<file path="config.mk">
export PLATFORM = sky130hd
export DESIGN_NAME = multiplicative_xor_keystream_top
export DESIGN_NICKNAME = d
export VERILOG_FILES = /design/src/hw/rtl/mxk_pkg.sv /design/src/hw/rtl/mxk_front.sv /design/src/hw/rtl/mxk_queue.sv /design/src/hw/rtl/mxk_back.sv /design/src/hw/rtl/multiplicative_xor_keystream_top.sv
export SDC_FILE = /design/constraint.sdc
export NUM_CORES = 1
export LEC_CHECK = 0
export ABC_AREA = 1
export BUFFER_PORTS_ARGS = -buffer_cell sky130_fd_sc_hd__buf_2
export CORE_MARGIN = 2
export CORE_UTILIZATION = 50
export DETAILED_ROUTE_END_ITERATION = 16
export PLACE_DENSITY_LB_ADDON = 0.25
export SLEW_MARGIN = 40
export SYNTH_ARGS = -nofsm -noshare
export SYNTH_HDL_FRONTEND = slang
export SYNTH_HIERARCHICAL = 1
export SYNTH_SLANG_ARGS = --single-unit
</file>
<file path="constraint.sdc">
create_clock -name i_clk -period 5.3 [get_ports i_clk]
set_input_delay 0.53 -clock i_clk [delete_from_list [all_inputs] [get_ports i_clk]]
set_output_delay 0.53 -clock i_clk [all_outputs]
set_load 0.02 [all_outputs]
</file>
<file path="src/hw/rtl/mxk_pkg.sv">
// ============================================================================
// mxk_pkg
// Shared types, widths and helpers for the multiplicative XOR keystream block.
// ============================================================================
package mxk_pkg;

    localparam int POS_BITS   = 24;
    localparam int BYTE_W     = 8;
    localparam int S_TDATA_W  = ((BYTE_W + POS_BITS + 7) / 8) * 8;
    localparam int M_TDATA_W  = BYTE_W;
    localparam int CFG_IDX_W  = 2;
    localparam int CFG_DATA_W = 8;

    // configuration register indexes
    localparam logic [CFG_IDX_W-1:0] REG_ENABLE      = 2'd0;
    localparam logic [CFG_IDX_W-1:0] REG_SEED        = 2'd1;
    localparam logic [CFG_IDX_W-1:0] REG_STEP_FACTOR = 2'd2;

    // one classified request, front to back
    typedef struct packed {
        logic                bypass;
        logic                restart;
        logic [BYTE_W-1:0]   cipher;
        logic [POS_BITS-1:0] steps;
    } t_op;

    // queue status seen by the front and back
    typedef struct packed {
        logic full;
        logic empty;
    } t_q_stat;

    // product modulo 256
    function automatic logic [BYTE_W-1:0] mul8(input logic [BYTE_W-1:0] a,
                                               input logic [BYTE_W-1:0] b);
        logic [2*BYTE_W-1:0] p;
        p = {{BYTE_W{1'b0}}, a} * {{BYTE_W{1'b0}}, b};
        return p[BYTE_W-1:0];
    endfunction

endpackage

</file>
<file path="src/hw/rtl/mxk_front.sv">
// ============================================================================
// mxk_front
// Accepts requests, tracks the expected next position and works out whether
// the key restarts from the seed and how many positions it must advance.
// ============================================================================
module mxk_front (
    input  logic                          i_clk,
    input  logic                          i_rst_n,
    input  logic                          i_enable,
    input  logic                          i_s_tvalid,
    output logic                          o_s_tready,
    input  logic [mxk_pkg::S_TDATA_W-1:0] i_s_tdata,   // cipher_byte, byte_position
    input  mxk_pkg::t_q_stat              i_q_stat,
    output logic                          o_push,
    output mxk_pkg::t_op                  o_op
);

    logic [mxk_pkg::POS_BITS:0]    r_next_pos;
    logic [mxk_pkg::POS_BITS:0]    n_next_pos;
    logic [mxk_pkg::BYTE_W-1:0]    cipher;
    logic [mxk_pkg::POS_BITS-1:0]  pos;
    logic [mxk_pkg::POS_BITS:0]    pos_ext;
    logic [mxk_pkg::POS_BITS:0]    fwd_steps;
    logic                          restart;

    assign cipher  = i_s_tdata[mxk_pkg::BYTE_W-1:0];
    assign pos     = i_s_tdata[mxk_pkg::BYTE_W +: mxk_pkg::POS_BITS];
    assign pos_ext = {1'b0, pos};

    // a repeated or earlier position rebuilds the key from the seed
    assign restart   = (r_next_pos == '0) || (pos_ext < r_next_pos);
    assign fwd_steps = pos_ext - r_next_pos + {{mxk_pkg::POS_BITS{1'b0}}, 1'b1};

    assign o_s_tready = !i_q_stat.full;
    assign o_push     = i_s_tvalid && o_s_tready;

    always_comb begin
        o_op.bypass  = !i_enable;
        o_op.restart = restart;
        o_op.cipher  = cipher;
        o_op.steps   = restart ? pos : fwd_steps[mxk_pkg::POS_BITS-1:0];
    end

    always_comb begin
        n_next_pos = r_next_pos;
        if (o_push && i_enable) begin
            n_next_pos = pos_ext + {{mxk_pkg::POS_BITS{1'b0}}, 1'b1};
        end
    end

    always_ff @(posedge i_clk) begin
        if (!i_rst_n) begin
            r_next_pos <= '0;
        end else begin
            r_next_pos <= n_next_pos;
        end
    end

endmodule

</file>
<file path="src/hw/rtl/mxk_queue.sv">
// ============================================================================
// mxk_queue
// Two-entry queue of classified requests between front and back.
// ============================================================================
module mxk_queue (
    input  logic             i_clk,
    input  logic             i_rst_n,
    input  logic             i_push,
    input  mxk_pkg::t_op     i_op,
    input  logic             i_pop,
    output mxk_pkg::t_op     o_op,
    output mxk_pkg::t_q_stat o_stat
);

    mxk_pkg::t_op r_mem [2];
    logic         r_wr_ptr;
    logic         r_rd_ptr;
    logic [1:0]   r_count;
    logic [1:0]   n_count;

    assign o_stat.full  = (r_count == 2'd2);
    assign o_stat.empty = (r_count == 2'd0);
    assign o_op         = r_mem[r_rd_ptr];

    always_comb begin
        n_count = r_count;
        if (i_push && !i_pop) begin
            n_count = r_count + 2'd1;
        end else if (!i_push && i_pop) begin
            n_count = r_count - 2'd1;
        end
    end

    always_ff @(posedge i_clk) begin
        if (i_push) begin
            r_mem[r_wr_ptr] <= i_op;
        end
    end

    always_ff @(posedge i_clk) begin
        if (!i_rst_n) begin
            r_wr_ptr <= 1'b0;
            r_rd_ptr <= 1'b0;
            r_count  <= 2'd0;
        end else begin
            if (i_push) begin
                r_wr_ptr <= !r_wr_ptr;
            end
            if (i_pop) begin
                r_rd_ptr <= !r_rd_ptr;
            end
            r_count <= n_count;
        end
    end

endmodule

</file>
<file path="src/hw/rtl/mxk_back.sv">
// ============================================================================
// mxk_back
// Advances the key by square-and-multiply over the step count, one exponent
// bit per cycle, then XORs the cipher byte and holds the result for output.
// ============================================================================
module mxk_back (
    input  logic                          i_clk,
    input  logic                          i_rst_n,
    input  logic [mxk_pkg::BYTE_W-1:0]    i_seed,
    input  logic [mxk_pkg::BYTE_W-1:0]    i_step_factor,
    input  mxk_pkg::t_q_stat              i_q_stat,
    input  mxk_pkg::t_op                  i_op,
    output logic                          o_pop,
    output logic                          o_m_tvalid,
    input  logic                          i_m_tready,
    output logic [mxk_pkg::M_TDATA_W-1:0] o_m_tdata    // plain_byte
);

    localparam logic ST_IDLE = 1'b0;
    localparam logic ST_RUN  = 1'b1;

    logic                          r_state,   n_state;
    logic [mxk_pkg::BYTE_W-1:0]    r_key,     n_key;
    logic [mxk_pkg::BYTE_W-1:0]    r_acc,     n_acc;
    logic [mxk_pkg::BYTE_W-1:0]    r_base,    n_base;
    logic [mxk_pkg::POS_BITS-1:0]  r_exp,     n_exp;
    logic [mxk_pkg::BYTE_W-1:0]    r_cipher,  n_cipher;
    logic                          r_out_valid, n_out_valid;
    logic [mxk_pkg::M_TDATA_W-1:0] r_out_data,  n_out_data;
    logic                          out_free;
    logic [mxk_pkg::BYTE_W-1:0]    start_key;
    logic [mxk_pkg::BYTE_W-1:0]    start_prod;
    logic [mxk_pkg::BYTE_W-1:0]    run_prod;
    logic [mxk_pkg::BYTE_W-1:0]    run_sq;

    assign out_free   = !r_out_valid || i_m_tready;
    assign start_key  = i_op.restart ? i_seed : r_key;
    assign start_prod = mxk_pkg::mul8(start_key, i_step_factor);
    assign run_prod   = mxk_pkg::mul8(r_acc, r_base);
    assign run_sq     = mxk_pkg::mul8(r_base, r_base);

    assign o_m_tvalid = r_out_valid;
    assign o_m_tdata  = r_out_data;

    always_comb begin
        n_state     = r_state;
        n_key       = r_key;
        n_acc       = r_acc;
        n_base      = r_base;
        n_exp       = r_exp;
        n_cipher    = r_cipher;
        n_out_valid = r_out_valid && !i_m_tready;
        n_out_data  = r_out_data;
        o_pop       = 1'b0;
        case (r_state)
            ST_IDLE: begin
                if (!i_q_stat.empty) begin
                    if (i_op.bypass) begin
                        if (out_free) begin
                            o_pop       = 1'b1;
                            n_out_valid = 1'b1;
                            n_out_data  = i_op.cipher;
                        end
                    end else begin
                        // first exponent bit handled while loading
                        o_pop    = 1'b1;
                        n_acc    = i_op.steps[0] ? start_prod : start_key;
                        n_base   = mxk_pkg::mul8(i_step_factor, i_step_factor);
                        n_exp    = i_op.steps >> 1;
                        n_cipher = i_op.cipher;
                        n_state  = ST_RUN;
                    end
                end
            end
            ST_RUN: begin
                if (r_exp == '0) begin
                    if (out_free) begin
                        n_out_valid = 1'b1;
                        n_out_data  = r_cipher ^ r_acc;
                        n_key       = r_acc;
                        n_state     = ST_IDLE;
                    end
                end else begin
                    if (r_exp[0]) begin
                        n_acc = run_prod;
                    end
                    n_base = run_sq;
                    n_exp  = r_exp >> 1;
                end
            end
            default: begin
                n_state = ST_IDLE;
            end
        endcase
    end

    always_ff @(posedge i_clk) begin
        r_acc      <= n_acc;
        r_base     <= n_base;
        r_exp      <= n_exp;
        r_cipher   <= n_cipher;
        r_out_data <= n_out_data;
    end

    always_ff @(posedge i_clk) begin
        if (!i_rst_n) begin
            r_state     <= ST_IDLE;
            r_key       <= '0;
            r_out_valid <= 1'b0;
        end else begin
            r_state     <= n_state;
            r_key       <= n_key;
            r_out_valid <= n_out_valid;
        end
    end

endmodule

</file>
<file path="src/hw/rtl/multiplicative_xor_keystream_top.sv">
// ============================================================================
// multiplicative_xor_keystream_top
// Keystream decryptor for table bytes: key(p) = seed * step_factor^p mod 256.
// ============================================================================
//  channel   direction  handshake               payload
//  s         in         i_s_tvalid/o_s_tready   cipher_byte[7:0], byte_position[31:8]
//  m         out        o_m_tvalid/i_m_tready   plain_byte[7:0]
//  cfg       in         i_cfg_valid/o_cfg_ready register index, 8-bit data
//
//  A pass-through byte goes from the queue head straight into the output register.
//  A decrypted byte is loaded with its first exponent bit handled, then the
//  square-and-multiply loop consumes the remaining bits of the step count
//  before the result is XORed with the cipher byte into the output register.
//  The queue holds up to two requests, so input keeps flowing while the key loop
//  runs or the output stalls, until both entries are full. Reset is synchronous
//  and clears the stored position, the key and the configuration registers.
// ============================================================================
module multiplicative_xor_keystream_top (
    input  logic                             i_clk,
    input  logic                             i_rst_n,
    input  logic                             i_s_tvalid,
    output logic                             o_s_tready,
    input  logic [mxk_pkg::S_TDATA_W-1:0]    i_s_tdata,   // cipher_byte, byte_position
    output logic                             o_m_tvalid,
    input  logic                             i_m_tready,
    output logic [mxk_pkg::M_TDATA_W-1:0]    o_m_tdata,   // plain_byte
    input  logic                             i_cfg_valid,
    output logic                             o_cfg_ready,
    input  logic [mxk_pkg::CFG_IDX_W-1:0]    i_cfg_index,
    input  logic [mxk_pkg::CFG_DATA_W-1:0]   i_cfg_data
);

    logic                       r_enable;
    logic [mxk_pkg::BYTE_W-1:0] r_seed;
    logic [mxk_pkg::BYTE_W-1:0] r_step_factor;
    logic                       push;
    logic                       pop;
    mxk_pkg::t_op               push_op;
    mxk_pkg::t_op               head_op;
    mxk_pkg::t_q_stat           q_stat;

    assign o_cfg_ready = 1'b1;

    always_ff @(posedge i_clk) begin
        if (!i_rst_n) begin
            r_enable      <= 1'b0;
            r_seed        <= '0;
            r_step_factor <= '0;
        end else if (i_cfg_valid) begin
            case (i_cfg_index)
                mxk_pkg::REG_ENABLE:      r_enable      <= i_cfg_data[0];
                mxk_pkg::REG_SEED:        r_seed        <= i_cfg_data[mxk_pkg::BYTE_W-1:0];
                mxk_pkg::REG_STEP_FACTOR: r_step_factor <= i_cfg_data[mxk_pkg::BYTE_W-1:0];
                default: begin
                end
            endcase
        end
    end

    mxk_front u_front (
        .i_clk      (i_clk),
        .i_rst_n    (i_rst_n),
        .i_enable   (r_enable),
        .i_s_tvalid (i_s_tvalid),
        .o_s_tready (o_s_tready),
        .i_s_tdata  (i_s_tdata),
        .i_q_stat   (q_stat),
        .o_push     (push),
        .o_op       (push_op)
    );

    mxk_queue u_queue (
        .i_clk   (i_clk),
        .i_rst_n (i_rst_n),
        .i_push  (push),
        .i_op    (push_op),
        .i_pop   (pop),
        .o_op    (head_op),
        .o_stat  (q_stat)
    );

    mxk_back u_back (
        .i_clk         (i_clk),
        .i_rst_n       (i_rst_n),
        .i_seed        (r_seed),
        .i_step_factor (r_step_factor),
        .i_q_stat      (q_stat),
        .i_op          (head_op),
        .o_pop         (pop),
        .o_m_tvalid    (o_m_tvalid),
        .i_m_tready    (i_m_tready),
        .o_m_tdata     (o_m_tdata)
    );

endmodule

</file>
==> summary.log <==
[outcome] result of the run finished clean
[setup_path] critical path arrival 4750 ps
[synthesis] most used standard cell by instance count after synthesis sky130_fd_sc_hd__nand2_1
[setup_path] CP max FO 15
[sta] number of endpoints failing setup at the final stage 0
[setup_path] start of the worst register-to-register path u_queue/r_mem[0][32]$_DFFE_PP_
[cts] number of buffers created by CTS 17
[cts] number of cells upsized or downsized after cts 0
[cts] CTS tree built
[cts] H-tree levels 4
[sta] final hold violation count 0
[synthesis] largest area contributor in the netlist sky130_fd_sc_hd__edfxtp_1
[setup_path] kind of end point of the critical path register
[worst_hold_path] worst hold path type input port to register
[sta] Final Hold Slack 282 ps
[run] maximum capacitance violations 0
[finish] number of filler instances in the final layout 2458
[placed_design] placer's final routability congestion estimate 0.914
[route] 1st-iter DRT viols 787
[floorplanning] initial cell density of the core 51.0%
[sta] unrepaired setup endpoints after global routing no
[global_route] grt ovf 0
[power_and_ir_drop] total net switching power 2120 uW
[worst_hold_path] origin of the worst min-delay path i_s_tdata[7]
[synthesis] post-synthesis sequential element count 179
[cts] CTS clk-pin slew, worst paths 80 ps
[sta] post-route clock period utilization 86.1%
[placed_design] detailed-placement wirelength estimate 22900 um
[cts] insertion delay of the later-clocked pin in the worst-skew pair 440 ps
[sta] setup tns final 0 ps
[sta] Final Critical Period 4560 ps
[power_and_ir_drop] design internal power 3430 uW
[finish] total number of nets in the final design 1872
[floorplanning] die boundary height 167 um
[finish] non-filler cells, final 2034
[cts] clk sinks 179
[power_and_ir_drop] P per Cell Area 386 nW/um^2
[synthesis] sequential element share of the synthesized area 36.2%
[power_and_ir_drop] clock network fraction of total power 23.8%
[worst_hold_path] Hold EP u_queue/r_mem[1][31]$_DFFE_PP_
[synthesis] main area contributors after synthesis sky130_fd_sc_hd__edfxtp_1 28%, sky130_fd_sc_hd__nand2_1 12%, sky130_fd_sc_hd__ha_1 9.3%
[route] WL per Instance 14.6 um
[route] total wire length after detailed routing 29700 um
[power_and_ir_drop] portion of total power attributed to combinational logic 39.2%
[sta] fmax 0.219 GHz
[power_and_ir_drop] sequential group share of total power 37.1%
[cts] # Post-CTS Setup Buffers 0
[power_and_ir_drop] Switching Fraction 38.2%
[sta] Worst Clk Skew 17.2 ps
[sta] actual slew at the worst max-slew pin 742 ps
[global_route] pin count of the biggest net entering global routing 69
[route] number of nets with antenna violations after routing 0
[cts] largest buffer count on any clock path 2
[setup_path] Reg2Reg Capture Point u_back/r_acc[7]$_DFFE_PP_
[setup_path] critical path startpoint category register
[global_route] number of antenna violations at the first check in global routing 0
[cts] clock tree root buffer cell sky130_fd_sc_hd__clkbuf_16
[power_and_ir_drop] final total power 5550 uW
[route] DR DRC count 0
[floorplanning] number of standard-cell rows in the floorplan 59
[synthesis] post-synth cell types 50
[floorplanning] number of top-level pins 58
[global_route] first-pass GRT wire length 49500 um
[synthesis] Synth Warn # 6
[setup_path] worst-case register-to-register setup slack 740 ps
[placed_design] Cells after DPL 2002
[global_route] via count of the first global-routing pass 10025
[floorplanning] core box area 26100 sq um
[synthesis] most instantiated flip-flop cell in the synthesis netlist sky130_fd_sc_hd__edfxtp_1
[synthesis] Synth Instances 1649
[synthesis] number of enable flip-flop cells after synthesis 122
[placed_design] number of I/O port buffers 56
[route] number of optimization iterations in the first detailed-route pass 6
[route] Via-to-Cell Ratio 5.09
[global_route] total global-route track usage 21.9%
[finish] area of the multi-input gates 6910 sq um
[cts] number of buffers inserted by hold repair at cts 0
[finish] area occupied by registers 4810 sq um
[synthesis] Synth top area share 27.6%
[power_and_ir_drop] IR Drop Worst-Case VDD 0.252 mV
[finish] area growth from synthesis to layout 8.18%
[power_and_ir_drop] reported leakage power 0.00714 uW
[finish] ant diodes 0
[synthesis] netlist area before placement 13300 sq um
[setup_path] reg2reg path depth 19
[route] total via count after detailed routing 10355
[synthesis] Post-Syn Area per Cell 8.06 sq um
[floorplanning] floorplan die area 27900 sq um
[synthesis] most common library cells after synthesis 430 x sky130_fd_sc_hd__nand2_1, 318 x sky130_fd_sc_hd__inv_1, 133 x sky130_fd_sc_hd__nor2_1, 122 x sky130_fd_sc_hd__edfxtp_1, 99 x sky130_fd_sc_hd__ha_1
[sta] max-slew violations 0
[setup_path] path type of the worst setup path register to register
[finish] layout cells sized above 1 10.5%
[worst_hold_path] Hold Path Cell Cnt 1
[synthesis] proportion of synthesized flip-flops having asynchronous set or reset 0%
[sta] Max-slew headroom 50.2%
[floorplanning] die width 167 um
[setup_path] required time at the worst-slack endpoint 5490 ps
[worst max path at each step]
stage / startpoint / to
floorplan: register / u_back/r_acc[7]$_DFFE_PP_
global placement: register / u_back/r_acc[7]$_DFFE_PP_
detailed placement: u_queue/r_mem[0][32]$_DFFE_PP_ / u_back/r_acc[7]$_DFFE_PP_
CTS: u_queue/r_mem[0][32]$_DFFE_PP_ / u_back/r_acc[7]$_DFFE_PP_
global route: u_queue/r_mem[0][32]$_DFFE_PP_ / u_back/r_acc[7]$_DFFE_PP_
finish: u_queue/r_mem[0][32]$_DFFE_PP_ / u_back/r_acc[7]$_DFFE_PP_
[cell type report]
type	count	area share, %
clock buffer	17	2.96
clock inverter	15	1.44
inverter	325	8.49
multi-input combinational	1096	48.1
sequential	179	33.4
tap	335	2.92
timing repair buffer	67	2.68
[cell usage in the layout (no fill, tap or decap), drive strengths merged, types with 34 or more instances in the layout]
master and count:
nand3 76, a21oi 50, nor2 138, ha 99, mux2 34, fa 40, dfxtp 57, o21ai 89
inv 327, nand2 442, buf 67, edfxtp 122
[layer usage]
metal  track usage, %  up-vias  wire (um)
met5                0        -          0
li1                 -     5247          -
met3             3.04       32       1580
met4             6.30        0        422
met2             35.4      266      13700
met1             30.8     4810      14000
[through the flow]
| step | setup WS, ps | cell area (sq um) | utilization, % |
|---|---|---|---|
| detailed placement | 755 | 13700 | 52.7 |
| global route | 466 | 14400 | 55.2 |
| CTS | 715 | 14400 | 55.2 |
| finish | 739 | 14400 | 55.2 |
| global placement | 798 | 13700 | 52.6 |
| floorplan | 845 | 13300 | - |
[flip-flops by register name, indices dropped and copies added, names as in the netlist, named ones only]
signal,cells
r_enable,1
u_back/r_cipher,8
u_queue/r_mem,68
u_back/o_m_tvalid,1
u_queue/r_rd_ptr,1
u_queue/r_count,2
u_back/r_exp,23
u_back/r_key,8
r_step_factor,8
u_back/o_m_tdata,8
u_back/r_acc,8
u_front/r_next_pos,25
u_queue/r_wr_ptr,1
r_seed,8
u_back/r_state,1
u_back/r_base,7
[logic make-up (layout without fill, tap and decap cells)]
group                    count (synthesis)  in the layout  synth area share [%]
buffers and inverters                  375            424                  11.9
AO/OA/AOI/OAI                          159            159                  6.78
AND/OR/NAND/NOR                        704            704                  22.2
multiplexers                            35             35                  3.80
adder cells (fa/ha/maj)                139            139                  15.3
XOR/XNOR                                56             56                  3.69
other                                    2              3                0.0565
flip-flops                             179            179                  36.2
[worst max-delay path, stage by stage, from the launching register on]
cell and delay [ps]:
sky130_fd_sc_hd__edfxtp_1 390, sky130_fd_sc_hd__mux2_4 360, sky130_fd_sc_hd__o21ai_1 390, sky130_fd_sc_hd__nand2_1 130, sky130_fd_sc_hd__fa_1 440, sky130_fd_sc_hd__fa_1 540
sky130_fd_sc_hd__inv_1 50, sky130_fd_sc_hd__fa_1 470, sky130_fd_sc_hd__inv_1 50, sky130_fd_sc_hd__fa_1 530, sky130_fd_sc_hd__inv_1 40, sky130_fd_sc_hd__ha_1 330
sky130_fd_sc_hd__nand2_1 80, sky130_fd_sc_hd__nand2_1 40, sky130_fd_sc_hd__a31oi_1 190, sky130_fd_sc_hd__inv_1 60, sky130_fd_sc_hd__nand2_1 60, sky130_fd_sc_hd__nand3_1 60
sky130_fd_sc_hd__nand2_1 60, sky130_fd_sc_hd__nand2_1 40
[power by group through the flow]
| stage | Combinational (uW) | Sequential, uW | Clock, uW |
|---|---|---|---|
| final | 2170 | 2060 | 1320 |
| after global routing | 2460 | 2090 | 1390 |
| after CTS | 2180 | 2060 | 1340 |
| after detailed placement | 2170 | 2090 | 0 |
| after global placement | 2090 | 2080 | 0 |
| after floorplan | 1700 | 2070 | 0 |
Power figures use the tool's default switching activity.
